==> src/hw/rtl/usbrx_pkg.sv <==
// ----------------------------------------------------------------------------
// USB receive deframer package
// Shared widths, limits and the result word type of the bulk receive deframer.
// ----------------------------------------------------------------------------
`default_nettype none

package usbrx_pkg;

   // Largest bulk transfer that the deframer tracks; longer lengths saturate.
   localparam int MaxTransfer = 2048;

   // Width of the bytes-left counters, wide enough to hold MaxTransfer itself.
   localparam int LeftWidth = $clog2(MaxTransfer + 1);

   // Fixed field widths of the channels.
   localparam int ByteWidth = 8;
   localparam int LenWidth  = 12;

   // Each frame header is four bytes; the upper half is the inverted length.
   localparam int          HeaderBytes = 4;
   localparam logic [15:0] CheckMask   = 16'hFFFF;

   // One word on the result channel.
   typedef struct packed {
      logic [ByteWidth-1:0] frame_byte;
      logic                 frame_last;
      logic                 frame_empty;
   } result_type;

endpackage : usbrx_pkg

`default_nettype wire

==> src/hw/rtl/usbrx_deframe_core.sv <==
// ----------------------------------------------------------------------------
// USB receive deframer core
// Holds the framing state and works out, for one buffered byte, the next state
// and whether a frame word comes out.
// ----------------------------------------------------------------------------
`default_nettype none

module usbrx_deframe_core (
   input  wire logic                              clock,
   input  wire logic                              reset,
   input  wire logic                              fire,
   input  wire logic [usbrx_pkg::ByteWidth-1:0]   rx_byte,
   input  wire logic                              start_of_transfer,
   input  wire logic [usbrx_pkg::LenWidth-1:0]    transfer_length,
   output logic                                   has_result,
   output usbrx_pkg::result_type                  result
);

   localparam logic [1:0] PhDiscard = 2'd0;
   localparam logic [1:0] PhHeader  = 2'd1;
   localparam logic [1:0] PhPayload = 2'd2;

   localparam int Lw = usbrx_pkg::LeftWidth;

   // Framing state.
   logic [1:0]    phase_ff, phase_in;
   logic [23:0]   shift_ff, shift_in;
   logic [1:0]    count_ff, count_in;
   logic [Lw-1:0] left_ff, left_in;
   logic [Lw-1:0] frame_ff, frame_in;

   // State as seen after a possible start mark.
   logic [1:0]    ph;
   logic [23:0]   hs;
   logic [1:0]    hc;
   logic [Lw-1:0] tl;
   logic [Lw-1:0] fl;

   logic [Lw-1:0] len_sat;
   logic [Lw-1:0] tl_dec;
   logic [Lw-1:0] fl_dec;
   logic [23:0]   byte_placed;
   logic [31:0]   header_word;
   logic [15:0]   hdr_len;
   logic [15:0]   hdr_chk;
   logic          hdr_bad;

   // Zero length counts as one byte; longer transfers saturate at the limit.
   always_comb begin
      priority if (transfer_length == '0) begin
         len_sat = Lw'(1);
      end else if (int'(transfer_length) > usbrx_pkg::MaxTransfer) begin
         len_sat = Lw'(usbrx_pkg::MaxTransfer);
      end else begin
         len_sat = Lw'(transfer_length);
      end
   end

   // A start mark restarts the transfer before the byte is looked at.
   always_comb begin
      if (start_of_transfer) begin
         ph = PhHeader;
         tl = len_sat;
         hs = '0;
         hc = '0;
         fl = '0;
      end else begin
         ph = phase_ff;
         tl = left_ff;
         hs = shift_ff;
         hc = count_ff;
         fl = frame_ff;
      end
   end

   // Place the incoming byte at its header position; the fourth byte is used directly.
   always_comb begin
      unique case (hc)
         2'd0:    byte_placed = {16'd0, rx_byte};
         2'd1:    byte_placed = {8'd0, rx_byte, 8'd0};
         2'd2:    byte_placed = {rx_byte, 16'd0};
         default: byte_placed = '0;
      endcase
   end

   // Header check: length must match its inverse and fit in what is left.
   assign tl_dec      = tl - Lw'(1);
   assign header_word = {rx_byte, hs};
   assign hdr_len     = header_word[15:0];
   assign hdr_chk     = header_word[31:16] ^ usbrx_pkg::CheckMask;
   assign hdr_bad     = (hdr_len != hdr_chk) || (32'(hdr_len) > 32'(tl_dec));
   assign fl_dec      = (fl != '0) ? (fl - Lw'(1)) : fl;

   // Next state and result for the buffered byte.
   always_comb begin
      phase_in           = ph;
      left_in            = tl;
      shift_in           = hs;
      count_in           = hc;
      frame_in           = fl;
      has_result         = 1'b0;
      result.frame_byte  = '0;
      result.frame_last  = 1'b0;
      result.frame_empty = 1'b0;
      if ((ph == PhHeader) || (ph == PhPayload)) begin
         if (tl == '0) begin
            phase_in = PhDiscard;
         end else begin
            if (ph == PhHeader) begin
               if ((hc == 2'd0) && (tl < Lw'(usbrx_pkg::HeaderBytes))) begin
                  phase_in = PhDiscard;
               end else if (hc != 2'd3) begin
                  shift_in = hs | byte_placed;
                  count_in = hc + 2'd1;
               end else begin
                  shift_in = '0;
                  count_in = '0;
                  if (hdr_bad) begin
                     phase_in = PhDiscard;
                  end else if (hdr_len == '0) begin
                     // Empty frame: one marker word.
                     has_result         = 1'b1;
                     result.frame_last  = 1'b1;
                     result.frame_empty = 1'b1;
                  end else begin
                     frame_in = hdr_len[Lw-1:0];
                     phase_in = PhPayload;
                  end
               end
            end else begin
               frame_in          = fl_dec;
               has_result        = 1'b1;
               result.frame_byte = rx_byte;
               result.frame_last = (fl_dec == '0);
               if (fl_dec == '0) begin
                  phase_in = PhHeader;
                  count_in = '0;
                  shift_in = '0;
               end
            end
            // Count the byte off the transfer; at its end go back to idle.
            left_in = tl_dec;
            if (tl_dec == '0) begin
               phase_in = PhDiscard;
               count_in = '0;
               shift_in = '0;
               frame_in = '0;
            end
         end
      end
   end

   // State registers advance once per processed byte.
   always_ff @(posedge clock) begin
      if (reset) begin
         phase_ff <= PhDiscard;
         shift_ff <= '0;
         count_ff <= '0;
         left_ff  <= '0;
         frame_ff <= '0;
      end else if (fire) begin
         phase_ff <= phase_in;
         shift_ff <= shift_in;
         count_ff <= count_in;
         left_ff  <= left_in;
         frame_ff <= frame_in;
      end
   end

endmodule : usbrx_deframe_core

`default_nettype wire

==> src/hw/rtl/usb_ether_rx_deframer_unit.sv <==
// ----------------------------------------------------------------------------
// USB Ethernet receive deframer
// Splits a USB bulk transfer, one byte per word, into Ethernet frame words.
//
//   channel   direction   word contents
//   req_      in          rx_byte, start_of_transfer, transfer_length
//   rsp_      out         frame_byte, frame_last, frame_empty
//
// A byte waits in the input register while the core updates the
// framing state; its frame word, if any, is loaded into the output register
// as the byte leaves. One byte per cycle is sustained; the only limit is the
// output register draining. Reset is synchronous and clears both registers'
// valid flags and the framing state. A stalled result holds the output and,
// when the buffered byte has a result to deliver, holds the input register.
// ----------------------------------------------------------------------------
`default_nettype none

module usb_ether_rx_deframer_unit (
   input  wire logic                              clock,
   input  wire logic                              reset,
   input  wire logic                              req_valid,
   output logic                                   req_ready,
   input  wire logic [usbrx_pkg::ByteWidth-1:0]   req_rx_byte,
   input  wire logic                              req_start_of_transfer,
   input  wire logic [usbrx_pkg::LenWidth-1:0]    req_transfer_length,
   output logic                                   rsp_valid,
   input  wire logic                              rsp_ready,
   output logic [usbrx_pkg::ByteWidth-1:0]        rsp_frame_byte,
   output logic                                   rsp_frame_last,
   output logic                                   rsp_frame_empty
);

   // Input register.
   logic                              stage_valid_ff, stage_valid_in;
   logic [usbrx_pkg::ByteWidth-1:0]   stage_byte_ff;
   logic                              stage_sot_ff;
   logic [usbrx_pkg::LenWidth-1:0]    stage_len_ff;

   // Output register.
   logic                              out_valid_ff, out_valid_in;
   usbrx_pkg::result_type             out_word_ff;

   logic                              has_result;
   usbrx_pkg::result_type             result;
   logic                              out_free;
   logic                              advance;
   logic                              load_out;

   usbrx_deframe_core u_core (
      .clock             (clock),
      .reset             (reset),
      .fire              (advance),
      .rx_byte           (stage_byte_ff),
      .start_of_transfer (stage_sot_ff),
      .transfer_length   (stage_len_ff),
      .has_result        (has_result),
      .result            (result)
   );

   // The buffered byte moves on unless its word cannot enter the output.
   assign out_free  = !out_valid_ff || rsp_ready;
   assign advance   = stage_valid_ff && (!has_result || out_free);
   assign load_out  = advance && has_result;
   assign req_ready = !stage_valid_ff || advance;

   always_comb begin
      stage_valid_in = stage_valid_ff;
      if (req_ready) begin
         stage_valid_in = req_valid;
      end
   end

   always_comb begin
      out_valid_in = out_valid_ff;
      if (load_out) begin
         out_valid_in = 1'b1;
      end else if (rsp_ready) begin
         out_valid_in = 1'b0;
      end
   end

   // Valid flags.
   always_ff @(posedge clock) begin
      if (reset) begin
         stage_valid_ff <= 1'b0;
         out_valid_ff   <= 1'b0;
      end else begin
         stage_valid_ff <= stage_valid_in;
         out_valid_ff   <= out_valid_in;
      end
   end

   // Payload registers.
   always_ff @(posedge clock) begin
      if (req_valid && req_ready) begin
         stage_byte_ff <= req_rx_byte;
         stage_sot_ff  <= req_start_of_transfer;
         stage_len_ff  <= req_transfer_length;
      end
      if (load_out) begin
         out_word_ff <= result;
      end
   end

   assign rsp_valid       = out_valid_ff;
   assign rsp_frame_byte  = out_word_ff.frame_byte;
   assign rsp_frame_last  = out_word_ff.frame_last;
   assign rsp_frame_empty = out_word_ff.frame_empty;

`ifndef SYNTHESIS
   // An empty-frame marker always closes its frame and carries a zero byte.
   assert property (@(posedge clock) disable iff (reset)
      (rsp_valid && rsp_frame_empty) |-> (rsp_frame_last && (rsp_frame_byte == '0)))
      else $error("empty frame marker without last mark or with nonzero byte");

   // The input side only stalls when a buffered byte waits behind a full output.
   assert property (@(posedge clock) disable iff (reset)
      !req_ready |-> (stage_valid_ff && out_valid_ff && !rsp_ready))
      else $error("input stalled without a blocked output");

   // Nothing is shown on the result channel right after reset.
   assert property (@(posedge clock) disable iff (reset)
      $past(reset) |-> !rsp_valid)
      else $error("result valid directly after reset");

   // A held result is not overwritten while the consumer stalls.
   assert property (@(posedge clock) disable iff (reset)
      (out_valid_ff && !rsp_ready) |-> !load_out)
      else $error("output register loaded while stalled");
`endif

endmodule : usb_ether_rx_deframer_unit

`default_nettype wire
==> config.mk <==
export PLATFORM = sky130hd
export DESIGN_NAME = usb_ether_rx_deframer_unit
export DESIGN_NICKNAME = d
export VERILOG_FILES = /design/src/hw/rtl/usbrx_pkg.sv /design/src/hw/rtl/usbrx_deframe_core.sv /design/src/hw/rtl/usb_ether_rx_deframer_unit.sv
export SDC_FILE = /design/constraint.sdc
export NUM_CORES = 1
export LEC_CHECK = 0
export ABC_AREA = 1
export ABC_CLOCK_PERIOD_IN_PS = 9500
export CAP_MARGIN = 5
export CORE_UTILIZATION = 30
export DETAILED_ROUTE_END_ITERATION = 12
export DONT_BUFFER_PORTS = 1
export PLACE_DENSITY_LB_ADDON = 0.05
export SYNTH_ARGS = -nofsm -noshare
export SYNTH_HDL_FRONTEND = slang
export SYNTH_SLANG_ARGS = --single-unit
==> constraint.sdc <==
create_clock -name clock -period 9.5 [get_ports clock]
set_clock_uncertainty 0.2 [all_clocks]
set_input_delay 1.425 -clock clock [delete_from_list [all_inputs] [get_ports clock]]
set_output_delay 1.425 -clock clock [all_outputs]
set_load 0.02 [all_outputs]
==> impl_metrics.prom, run 1 <==
# TYPE chip_impl_metric gauge
chip_impl_metric{name="drt_wl_total",unit="µm"} 23800
chip_impl_metric{name="final.fill_count",unit=""} 2594
chip_impl_metric{name="utilization",unit="%"} 32.5
chip_impl_metric{name="cts-htree-levels",unit=""} 3
chip_impl_metric{name="final_hold_vios",unit=""} 0
chip_impl_info{name="yosysTopAreaCell",value="nand2_1"} 1
chip_impl_metric{name="drv_slew",unit=""} 0
chip_impl_metric{name="max-slew-margin-rel",unit="%"} 27.0
chip_impl_metric{name="ys_seq_elements",unit=""} 85
chip_impl_info{name="root_buffer",value="clkbuf_16"} 1
chip_impl_metric{name="antenna_violating_nets_post_route",unit=""} 0
chip_impl_metric{name="post_cts_resize_count",unit=""} 0
chip_impl_info{name="timing.critical_path.slowest_stage_cell",value="inv_2"} 1
chip_impl_metric{name="detail_route.vias_per_cell",unit=""} 4.79
chip_impl_metric{name="fp.dieH",unit="µm"} 154
chip_impl_info{name="hold_path_class",value="flip-flop to flip-flop"} 1
chip_impl_metric{name="cts_hold_repair.buffers",unit=""} 0
chip_impl_metric{name="timing_worst_slew_pin_value",unit="ps"} 1090
chip_impl_info{name="tritoncts",value="built"} 1
chip_impl_metric{name="synth-seq-area-share",unit="%"} 28.9
chip_impl_metric{name="routed-via-count",unit=""} 6717
chip_impl_metric{name="place.detailed.hpwl",unit="µm"} 16400
chip_impl_info{name="synth_most_common_cell",value="nand2_1"} 1
chip_impl_metric{name="fp-row-count",unit=""} 55
chip_impl_metric{name="cts.sink_count",unit=""} 85
chip_impl_metric{name="timing.critical_path.buf_inv",unit=""} 4
chip_impl_info{name="critical_path_class",value="flip-flop to output port"} 1
chip_impl_metric{name="finalCriticalPeriod",unit="ps"} 6540
chip_impl_metric{name="tns",unit="ps"} 0
chip_impl_info{name="critical-path-top-cell-by-count",value="nand2_1"} 1
chip_impl_metric{name="floorplan.die_area",unit="µm²"} 23800
chip_impl_metric{name="postCtsSetupRepairBufs",unit=""} 0
chip_impl_metric{name="required",unit="ps"} 7880
chip_impl_metric{name="yosys.cell_types.count",unit=""} 43
chip_impl_info{name="crit_family",value="simple AND/OR/NAND/NOR gates"} 1
chip_impl_metric{name="clk_latency",unit="ps"} 360
chip_impl_metric{name="cts_buffers",unit=""} 9
chip_impl_metric{name="routedWlPerCell",unit="µm"} 17.0
chip_impl_metric{name="drt_iter0_drc",unit=""} 417
chip_impl_metric{name="boundaryPins",unit=""} 37
chip_impl_metric{name="global_route_wire_length_before_repair",unit="µm"} 38000
chip_impl_metric{name="clk_transition_reported_paths",unit="ps"} 70
chip_impl_metric{name="final_layout_size_suffix_gt1_share",unit="%"} 6.89
chip_impl_metric{name="grt_pass1_vias",unit=""} 6540
chip_impl_metric{name="grt_start_max_net_pins",unit=""} 54
chip_impl_metric{name="cpPeakStageDelay",unit="ps"} 700
chip_impl_metric{name="global_route.overflow_total",unit=""} 0
chip_impl_info{name="yosys-top-cells-area",value="nand2_1 (18%), dfxtp_1 (16%), nor2_1 (13%), edfxtp_1 (13%), inv_1 (7.0%)"} 1
chip_impl_metric{name="max-vdd-ir-drop",unit="mV"} 0.0621
chip_impl_info{name="grt_setup_unrepaired",value="false"} 1
chip_impl_info{name="worstSetupEndpointType",value="output port"} 1
chip_impl_metric{name="yosys_warnings",unit=""} 0
chip_impl_metric{name="num_antenna_cells",unit=""} 0
chip_impl_metric{name="grt.total_usage",unit="%"} 20.8
chip_impl_info{name="setup.worst_path.start_class",value="flip-flop"} 1
chip_impl_metric{name="die_w",unit="µm"} 154
chip_impl_metric{name="drt_drc_violations_left",unit=""} 0
chip_impl_info{name="commonest_cells_post_synth",value="nand2_1 (341), nor2_1 (249), inv_1 (129)"} 1
chip_impl_metric{name="postSynthCellCount",unit=""} 1142
chip_impl_metric{name="final_net_count",unit=""} 1161
chip_impl_metric{name="fmax",unit="MHz"} 153
chip_impl_metric{name="p_leak",unit="µW"} 0.00353
chip_impl_metric{name="path_max_fanout",unit=""} 32
chip_impl_metric{name="buffer_ports.inserted",unit=""} 0
chip_impl_metric{name="antenna_found_initial",unit=""} 0
chip_impl_metric{name="synth-async-reset-ratio",unit="%"} 0
chip_impl_metric{name="final-setup-viol-count",unit=""} 0
chip_impl_metric{name="start_util",unit="%"} 30.6
chip_impl_metric{name="mappedNetlistArea",unit="µm²"} 6960
chip_impl_info{name="path_cells",value="inv_2, or2_2, o21ai_2, inv_1, nand2_1, inv_1, nand2_1, nor2_2, nand2_1, nand2_1, nand2_1, ha_1, nand4_1, nor2_1, nand3b_1, nand2_1, nand3_1, nor2_1, nand2_1, nand2_2, nand4_4, nor2_1, inv_1"} 1
chip_impl_metric{name="clockBufferDepth",unit=""} 2
chip_impl_metric{name="drv.max_cap_violation_count",unit=""} 0
chip_impl_metric{name="critical_path_arrival",unit="ps"} 4920
chip_impl_info{name="status",value="finished, final reports clean"} 1
chip_impl_metric{name="period_share",unit="%"} 68.9
chip_impl_metric{name="drt_first_pass_iters",unit=""} 7
chip_impl_metric{name="areaGrowthSynthToFinish",unit="%"} 5.90
chip_impl_metric{name="synth_edf_count",unit=""} 31
chip_impl_info{name="synth_flop_cell",value="dfxtp_1"} 1
chip_impl_metric{name="place.gp.congestion",unit=""} 0.828
chip_impl_metric{name="mappedNetlistNets",unit=""} 1191
chip_impl_metric{name="synthDominantCellAreaShare",unit="%"} 18.4
chip_impl_metric{name="core_area",unit="µm²"} 22700
chip_impl_metric{name="avgSynthCellArea",unit="µm²"} 6.09
chip_impl_metric{name="power_density",unit="nW/µm²"} 152
==> sequential cells by signal, indices dropped and copies added (netlist names), 2 cells and up <==
| signal | count |
|---|---|
| u_core.count_ff | 2 |
| u_core.frame_ff | 12 |
| stage_len_ff | 12 |
| u_core.phase_ff | 2 |
| u_core.shift_ff | 24 |
| u_core.left_ff | 12 |
| stage_byte_ff | 8 |
| rsp_frame_byte | 8 |
==> path summary, 6_finish.rpt <==
kind,slack [ps],from,depth (start not counted),end
max,2960,stage_sot_ff,23,req_ready
max reg2reg,3770,stage_sot_ff,26,u_core.left_ff[1]
min reg2reg,280,u_core.left_ff[0],2,u_core.left_ff[0]
min,280,u_core.left_ff[0],2,u_core.left_ff[0]
==> through the flow <==
stage | instance area, µm² | worst slack (ps) | instances | hold slack, ps | total power (µW)
6_report | 7370 | 2960 | 1402 | 283 | 1120
5_1_grt | 7370 | 2430 | 1402 | 318 | 1200
4_1_cts | 7370 | 2970 | 1402 | 288 | 1140
3_5_place_dp | 7060 | 3400 | 1386 | 270 | 743
3_3_place_gp | 7060 | 3480 | 1386 | 268 | 746
2_1_floorplan | 6960 | 4500 | 1142 | 247 | 670
==> tightest hold or removal path: cells and delay by family, from the launching register on <==
family | cells | cell delay (ps)
flops | 1 | 320
simple gates | 2 | 130
==> layout make-up <==
class,count,area (µm²),area share [%]
Clock buffer,9,225,3.06
Tap cell,285,357,4.84
Timing Repair Buffer,8,60.1,0.815
Clock inverter,7,80.1,1.09
Sequential cell,85,2010,27.3
Multi-Input combinational cell,873,4130,56.0
Inverter,135,509,6.91
==> where the power goes <==
part           internal, µW  leakage (µW)  switching [µW]
Combinational          94.6       0.00264             222
Sequential              401      0.000746            17.6
Clock                   209      0.000150             179
==> logic make-up after synthesis <==
kind of cell	share of synthesized area [%]
AND/OR/NAND/NOR	43.7
AO/OA/AOI/OAI	9.22
XOR/XNOR	2.01
buffers and inverters	11.8
flip-flops	28.9
adder cells (fa/ha/maj)	4.32
==> metal layers <==
metal  up-vias  wire (µm)  global-route usage, %  part of all wire, %
met4         0        365                   5.47                  1.5
met1      3026      11900                   29.2                   50
met5         -          0                      0                    0
li1       3516          -                      -                    -
met3        25       1190                   3.64                  5.0
met2       150      10400                   32.7                   44
==> layout by cell type (no fill, tap or decap), types with 3 or more instances in the layout <==
cell,count
nand2_1,341
nor2_1,248
inv_1,129
nand3_1,65
dfxtp_1,54
o21ai_0,40
edfxtp_1,31
a21oi_1,28
nand4_1,25
ha_1,24
xor2_1,15
nand2_2,14
a21oi_2,10
clkbuf_16,9
o211ai_1,8
buf_4,8
nor2_2,7
o21ai_1,6
nor3_1,5
inv_2,4
o22ai_1,4
or2_2,4
and2_1,4
o211ai_2,4
nand4_2,3
inv_6,3
No activity file was read; power rests on OpenSTA's default activity.
==> inputs of run 2 (changes only) <==
--- a/config.mk
+++ b/config.mk
@@ -6,7 +6,7 @@
 export NUM_CORES = 1
 export LEC_CHECK = 0
 export ABC_AREA = 1
-export ABC_CLOCK_PERIOD_IN_PS = 9500
+export ABC_CLOCK_PERIOD_IN_PS = 5800
 export CAP_MARGIN = 5
 export CORE_UTILIZATION = 30
 export DETAILED_ROUTE_END_ITERATION = 12
==> constraint.sdc (replaced) <==
create_clock -name clock -period 5.8 [get_ports clock]
set_clock_uncertainty 0.2 [all_clocks]
set_input_delay 0.87 -clock clock [delete_from_list [all_inputs] [get_ports clock]]
set_output_delay 0.87 -clock clock [all_outputs]
set_load 0.02 [all_outputs]
==> run 2 against run 1 <==
  * Die area unchanged
  * Combinational power up 65%
  * Power up 58%
  * Clock power up 47%
  * Critical path depth down 1
  * Sequential power up 63%
  * Setup slack worse by 2400 ps
  * Flip-flop and latch count unchanged
  * Core utilization up 0.14 points
  * Register-to-register slack worse by 2800 ps
  * Critical path type unchanged
  * Largest cell class unchanged
  * Largest power group unchanged
==> impl_metrics.prom, run 2 (synthesis results as in run 1) <==
# TYPE chip_impl_metric gauge
chip_impl_info{name="status",value="finished, final reports clean"} 1
chip_impl_metric{name="cts_buffers",unit=""} 9
chip_impl_metric{name="p_switching",unit="µW"} 667
chip_impl_metric{name="place.detailed.hpwl",unit="µm"} 16500
chip_impl_metric{name="largest_register_ffs",unit=""} 24
chip_impl_metric{name="sequentialPowerShare",unit="%"} 38.6
chip_impl_metric{name="power.internal",unit="µW"} 1110
chip_impl_metric{name="clock_power_share",unit="%"} 32.0
chip_impl_metric{name="timing.critical_path.buf_inv",unit=""} 4
chip_impl_metric{name="timing_worst_slew_pin_value",unit="ps"} 994
chip_impl_info{name="layout.cells.most_common_list",value="nand2_1 (341), nor2_1 (247), inv_1 (129), nand3_1 (65), dfxtp_1 (54)"} 1
chip_impl_metric{name="die_w",unit="µm"} 154
chip_impl_info{name="setup.worst_path.start_class",value="flip-flop"} 1
chip_impl_info{name="tritoncts",value="built"} 1
chip_impl_metric{name="fmax",unit="MHz"} 191
chip_impl_metric{name="max-slew-margin-rel",unit="%"} 33.6
chip_impl_metric{name="routed-via-count",unit=""} 6773
chip_impl_metric{name="tns",unit="ps"} 0
chip_impl_metric{name="clk_transition_reported_paths",unit="ps"} 70
chip_impl_metric{name="finalCriticalPeriod",unit="ps"} 5250
chip_impl_metric{name="routedWlPerCell",unit="µm"} 16.9
chip_impl_metric{name="period_share",unit="%"} 90.5
chip_impl_info{name="critical_path_class",value="flip-flop to output port"} 1
chip_impl_metric{name="drv.max_cap_violation_count",unit=""} 0
chip_impl_metric{name="clk_latency",unit="ps"} 360
chip_impl_metric{name="final_hold_vios",unit=""} 0
chip_impl_metric{name="fp-row-count",unit=""} 55
chip_impl_info{name="regMostFlops",value="u_core.shift_ff"} 1
chip_impl_info{name="path_cells",value="or2_2, nand2_1, ha_1, inv_1, nor2_1, nand3_1, inv_1, nand2_1, xnor2_1, inv_1, ha_1, nand4_1, nor2_1, nand3b_1, nand2_1, nand3_1, nor2_1, nand2_1, nand2_2, nand4_4, nor2_2, inv_1"} 1
chip_impl_metric{name="global_route.overflow_total",unit=""} 0
chip_impl_info{name="hold_path_class",value="flip-flop to flip-flop"} 1
chip_impl_metric{name="cts.sink_count",unit=""} 85
chip_impl_info{name="crit_family",value="simple AND/OR/NAND/NOR gates"} 1
chip_impl_metric{name="num_antenna_cells",unit=""} 0
chip_impl_metric{name="postLayoutCellArea",unit="µm²"} 7400
chip_impl_metric{name="path_max_fanout",unit=""} 10
chip_impl_metric{name="cts-htree-levels",unit=""} 3
chip_impl_metric{name="p_leak",unit="µW"} 0.00354
chip_impl_metric{name="grt_start_max_net_pins",unit=""} 54
chip_impl_info{name="grt_setup_unrepaired",value="false"} 1
chip_impl_metric{name="final_net_count",unit=""} 1169
chip_impl_metric{name="antenna_found_initial",unit=""} 0
chip_impl_metric{name="global_route_wire_length_before_repair",unit="µm"} 36900
chip_impl_metric{name="boundaryPins",unit=""} 37
chip_impl_metric{name="drt_wl_total",unit="µm"} 23800
chip_impl_metric{name="drt_iter0_drc",unit=""} 456
chip_impl_metric{name="power_density",unit="nW/µm²"} 240
chip_impl_metric{name="floorplan.die_area",unit="µm²"} 23800
chip_impl_metric{name="final-setup-viol-count",unit=""} 0
chip_impl_metric{name="final.fill_count",unit=""} 2609
chip_impl_metric{name="core_area",unit="µm²"} 22700
chip_impl_metric{name="r2r_slack",unit="ps"} 1010
chip_impl_metric{name="drt_first_pass_iters",unit=""} 5
chip_impl_metric{name="required",unit="ps"} 4730
chip_impl_metric{name="final_layout_size_suffix_gt1_share",unit="%"} 7.56
chip_impl_metric{name="drv_slew",unit=""} 0
chip_impl_metric{name="grt.total_usage",unit="%"} 20.3
chip_impl_metric{name="power.switching_fraction",unit="%"} 37.6
chip_impl_metric{name="clockBufferDepth",unit=""} 2
chip_impl_info{name="most_common_library_cell_in_the_layout_ignoring_fill_and_taps",value="nand2_1"} 1
chip_impl_metric{name="areaGrowthSynthToFinish",unit="%"} 6.35
chip_impl_info{name="timing.critical_path.slowest_stage_cell",value="edfxtp_1"} 1
chip_impl_metric{name="start_util",unit="%"} 30.6
chip_impl_metric{name="buffer_ports.inserted",unit=""} 0
chip_impl_metric{name="fp.dieH",unit="µm"} 154
chip_impl_metric{name="grt_pass1_vias",unit=""} 6328
chip_impl_metric{name="drt_drc_violations_left",unit=""} 0
chip_impl_metric{name="max-vdd-ir-drop",unit="mV"} 0.125
chip_impl_metric{name="area_post_placement",unit="µm²"} 7120
chip_impl_metric{name="cpPeakStageDelay",unit="ps"} 510
chip_impl_metric{name="detail_route.vias_per_cell",unit=""} 4.80
chip_impl_info{name="root_buffer",value="clkbuf_16"} 1
chip_impl_metric{name="critical_path_arrival",unit="ps"} 4180
chip_impl_info{name="worstSetupEndpointType",value="output port"} 1
chip_impl_metric{name="place.gp.congestion",unit=""} 0.807
chip_impl_metric{name="antenna_violating_nets_post_route",unit=""} 0
chip_impl_metric{name="power.share.combinational",unit="%"} 29.5
run 2: cell count changes in the layout (fill, tap and decap cells not counted), moves of 2 or more:
cell	delta
buf_4	+7
clkbuf_1	+2
clkinvlp_4	+3
inv_6	-2
run 2: routing by layer:
metal | up-vias | wire, µm | GRT usage [%]
met5 | - | 0 | 0
met2 | 137 | 10500 | 32.2
met4 | 0 | 289 | 4.76
li1 | 3529 | - | -
met3 | 17 | 883 | 2.21
met1 | 3090 | 12100 | 29.3
run 2: stage by stage:
step                      setup slack (ps)  utilization, %  cells  hold WS, ps  total power (µW)
after floorplan                       1180               -   1142          247              1100
after global placement                 792            31.3   1393          271              1220
after detailed placement               796            31.3   1393          279              1220
after CTS                              389            32.5   1409          289              1800
after global routing                  52.2            32.6   1410          308              1900
final                                  551            32.6   1410          284              1780
run 2: what timing repair did:
item | CTS | global route
setup endpoints to repair | 0 | 1
buffers inserted | 0 | 0
gates resized for setup | 0 | 1
hold buffers | 0 | 0
run 2: power by group through the flow:
| stage | clock network (µW) | logic (µW) | registers, µW |
|---|---|---|---|
| 5_1_grt | 612 | 597 | 689 |
| 3_5_place_dp | 0 | 521 | 698 |
| 6_report | 568 | 523 | 684 |
| 4_1_cts | 594 | 523 | 684 |
| 3_3_place_gp | 0 | 526 | 698 |
| 2_1_floorplan | 0 | 411 | 687 |
run 2: worst min-delay path, delay by kind of cell (launching register included):
kind	cells	cell delay, ps
simple gates	2	120
flops	1	320
run 2: final cells by class:
type	count	area [µm²]	area share, %
multi-input cells	874	4140	56.0
inverters	135	509	6.88
clock inverters	5	36.3	0.490
clock buffers	11	233	3.14
flip-flops and latches	85	2010	27.2
well taps	285	357	4.82
repair buffers	15	113	1.52
run 2: final timing paths:
path,cells past startpoint,from,end
max,22,stage_sot_ff,req_ready
min,2,u_core.left_ff[5],u_core.left_ff[5]
max reg2reg,25,stage_sot_ff,u_core.count_ff[0]
min reg2reg,2,u_core.left_ff[5],u_core.left_ff[5]
==> inputs of run 3 (changes only) <==
--- a/config.mk
+++ b/config.mk
@@ -6,7 +6,7 @@
 export NUM_CORES = 1
 export LEC_CHECK = 0
 export ABC_AREA = 1
-export ABC_CLOCK_PERIOD_IN_PS = 5800
+export ABC_CLOCK_PERIOD_IN_PS = 5570
 export CAP_MARGIN = 5
 export CORE_UTILIZATION = 30
 export DETAILED_ROUTE_END_ITERATION = 12
==> constraint.sdc (replaced) <==
create_clock -name clock -period 5.57 [get_ports clock]
set_clock_uncertainty 0.2 [all_clocks]
set_input_delay 0.8355 -clock clock [delete_from_list [all_inputs] [get_ports clock]]
set_output_delay 0.8355 -clock clock [all_outputs]
set_load 0.02 [all_outputs]
==> run 3 against run 2 <==
  * Wire length down 1.3%
  * Clock-buffer cell count did not move
  * Non-clock buffer count is the same
  * Critical path type unchanged
==> impl_metrics.prom, run 3 (synthesis results as in run 1) <==
# TYPE chip_impl_metric gauge
chip_impl_info{name="status",value="finished, final reports clean"} 1
chip_impl_metric{name="worst_r2r_path_depth",unit=""} 25
chip_impl_metric{name="place.detailed.instances",unit=""} 1392
chip_impl_metric{name="p_leak",unit="µW"} 0.00356
chip_impl_metric{name="clk_latency",unit="ps"} 360
chip_impl_metric{name="sequential_standard_cell_area",unit="µm²"} 2010
chip_impl_metric{name="utilization",unit="%"} 32.7
chip_impl_metric{name="drv.max_cap_violation_count",unit=""} 0
chip_impl_info{name="critical_path_class",value="flip-flop to output port"} 1
chip_impl_metric{name="clk_transition_reported_paths",unit="ps"} 60
chip_impl_metric{name="drv_slew",unit=""} 0
chip_impl_metric{name="detail_route.vias_per_cell",unit=""} 4.74
chip_impl_metric{name="postCtsSetupRepairBufs",unit=""} 0
chip_impl_metric{name="fp.dieH",unit="µm"} 154
chip_impl_metric{name="buffer_ports.inserted",unit=""} 0
chip_impl_metric{name="final_hold_vios",unit=""} 0
chip_impl_metric{name="max-slew-margin-rel",unit="%"} 28.2
chip_impl_metric{name="post_cts_resize_count",unit=""} 0
chip_impl_metric{name="global_route.overflow_total",unit=""} 0
chip_impl_metric{name="start_util",unit="%"} 30.6
chip_impl_metric{name="place.detailed.hpwl",unit="µm"} 16500
chip_impl_metric{name="grt_start_max_net_pins",unit=""} 54
chip_impl_info{name="most_common_library_cell_in_the_layout_ignoring_fill_and_taps",value="nand2_1"} 1
chip_impl_metric{name="power_density",unit="nW/µm²"} 256
chip_impl_metric{name="clockBufferDepth",unit=""} 2
chip_impl_metric{name="finalCriticalPeriod",unit="ps"} 5160
chip_impl_metric{name="routed-via-count",unit=""} 6682
chip_impl_info{name="setup.worst_path.start_class",value="flip-flop"} 1
chip_impl_metric{name="fp-row-count",unit=""} 55
chip_impl_metric{name="fmax",unit="MHz"} 194
chip_impl_metric{name="place.gp.congestion",unit=""} 0.809
chip_impl_metric{name="power.internal",unit="µW"} 1210
chip_impl_metric{name="final_net_count",unit=""} 1168
chip_impl_metric{name="cts_hold_repair.buffers",unit=""} 0
chip_impl_metric{name="die_w",unit="µm"} 154
chip_impl_metric{name="power.share.combinational",unit="%"} 28.6
chip_impl_metric{name="areaGrowthSynthToFinish",unit="%"} 6.60
chip_impl_metric{name="final.fill_count",unit=""} 2590
chip_impl_info{name="hold_path_class",value="flip-flop to flip-flop"} 1
chip_impl_metric{name="clock_power_share",unit="%"} 33.9
chip_impl_metric{name="grt_pass1_vias",unit=""} 6290
chip_impl_metric{name="drt_first_pass_iters",unit=""} 5
chip_impl_metric{name="area_of_the_multi_input_gates",unit="µm²"} 4130
chip_impl_metric{name="sequentialPowerShare",unit="%"} 37.5
chip_impl_metric{name="holdPathStages",unit=""} 2
chip_impl_metric{name="power.switching_fraction",unit="%"} 36.3
chip_impl_metric{name="largest_register_ffs",unit=""} 24
chip_impl_metric{name="antenna_violating_nets_post_route",unit=""} 0
chip_impl_info{name="root_buffer",value="clkbuf_16"} 1
chip_impl_metric{name="path_max_fanout",unit=""} 12
chip_impl_info{name="layout.cells.most_common_list",value="nand2_1 (341), nor2_1 (248), inv_1 (129), nand3_1 (65), dfxtp_1 (54)"} 1
chip_impl_metric{name="global_route_wire_length_before_repair",unit="µm"} 37200
chip_impl_metric{name="tns",unit="ps"} 0
chip_impl_metric{name="final_layout_size_suffix_gt1_share",unit="%"} 7.47
chip_impl_metric{name="cts_buffers",unit=""} 9
chip_impl_metric{name="routedWlPerCell",unit="µm"} 16.7
chip_impl_metric{name="floorplan.die_area",unit="µm²"} 23800
chip_impl_metric{name="drt_drc_violations_left",unit=""} 0
chip_impl_info{name="tritoncts",value="built"} 1
chip_impl_metric{name="core_area",unit="µm²"} 22700
chip_impl_metric{name="required",unit="ps"} 4530
chip_impl_metric{name="p_switching",unit="µW"} 691
chip_impl_metric{name="drt_iter0_drc",unit=""} 543
chip_impl_metric{name="drt_wl_total",unit="µm"} 23500
chip_impl_info{name="worstSetupEndpointType",value="output port"} 1
chip_impl_info{name="regMostFlops",value="u_core.shift_ff"} 1
chip_impl_metric{name="num_antenna_cells",unit=""} 0
chip_impl_metric{name="max-vdd-ir-drop",unit="mV"} 0.143
chip_impl_info{name="grt_setup_unrepaired",value="false"} 1
chip_impl_metric{name="final-setup-viol-count",unit=""} 0
chip_impl_metric{name="cts-htree-levels",unit=""} 3
chip_impl_metric{name="grt.total_usage",unit="%"} 20.4
chip_impl_metric{name="timing_worst_slew_pin_value",unit="ps"} 1080
chip_impl_metric{name="period_share",unit="%"} 92.6
chip_impl_metric{name="antenna_found_initial",unit=""} 0
chip_impl_metric{name="layout.cells.non_filler",unit=""} 1409
chip_impl_metric{name="critical_path_arrival",unit="ps"} 4120
chip_impl_metric{name="boundaryPins",unit=""} 37
chip_impl_metric{name="cts.sink_count",unit=""} 85
==> run 3: cell types whose count changed in the layout (fill, tap and decap cells not counted) <==
| cell | delta |
|---|---|
| clkbuf_8 | +1 |
| clkbuf_1 | -1 |
| nor2_2 | -1 |
| bufinv_16 | +1 |
| nand4_2 | -1 |
| clkinvlp_4 | -1 |
| nor2_1 | +1 |
==> run 3: stage by stage <==
step | hold WS [ps] | setup WS [ps] | total power (µW) | cell area (µm²)
after floorplan | 247 | 951 | 1140 | 6960
after global placement | 268 | 793 | 1270 | 7110
after CTS | 287 | 352 | 1920 | 7410
final | 281 | 413 | 1900 | 7420
after global routing | 310 | 9.07 | 2020 | 7420
after detailed placement | 272 | 728 | 1270 | 7110
==> run 3: path summary, 6_finish.rpt <==
kind              slack [ps]                 end               from
setup / recovery         410           req_ready       stage_sot_ff
hold / removal           280   u_core.left_ff[7]  u_core.left_ff[7]
setup reg to reg         840  u_core.frame_ff[5]       stage_sot_ff
hold reg to reg          280   u_core.left_ff[7]  u_core.left_ff[7]
==> run 3: power by group through the flow <==
stage	clock network [µW]	registers [µW]	logic [µW]
after CTS	665	712	545
after global placement	0	727	547
final	645	712	544
after floorplan	0	715	428
after detailed placement	0	726	542
after global routing	687	716	621
==> run 3: area by class of cell <==
type / instances / area share [%]
clock buffer: 11 / 3.27
clock inverter: 5 / 0.793
inverter: 135 / 6.86
multi-input combinational: 873 / 55.6
sequential: 85 / 27.1
tap: 285 / 4.81
timing repair buffer: 15 / 1.52
==> run 3: layer usage <==
layer  share of wire [%]  track usage, %  vias to the layer above
met2                  44            32.2                      109
met3                 3.1            2.44                        9
met4                0.69            3.82                        0
met5                   0               0                        -
li1                    -               -                     3521
met1                  53            29.9                     3043
==> run 3: critical path, stage by stage (launching register included) <==
cell and delay [ps]:
edfxtp_1 460, buf_4 230, or2_2 300, nand2_1 170, ha_1 170, inv_1 40, nor2_1 210, nand3_1 130
inv_1 110, nand2_1 70, xnor2_1 190, inv_1 80, ha_1 270, nand4_1 150, nor2_1 170, nand3b_1 90
nand2_1 90, nand3_1 70, nor2_1 130, nand2_1 80, nand2_2 100, nand4_4 110, nor2_1 190, inv_1 160
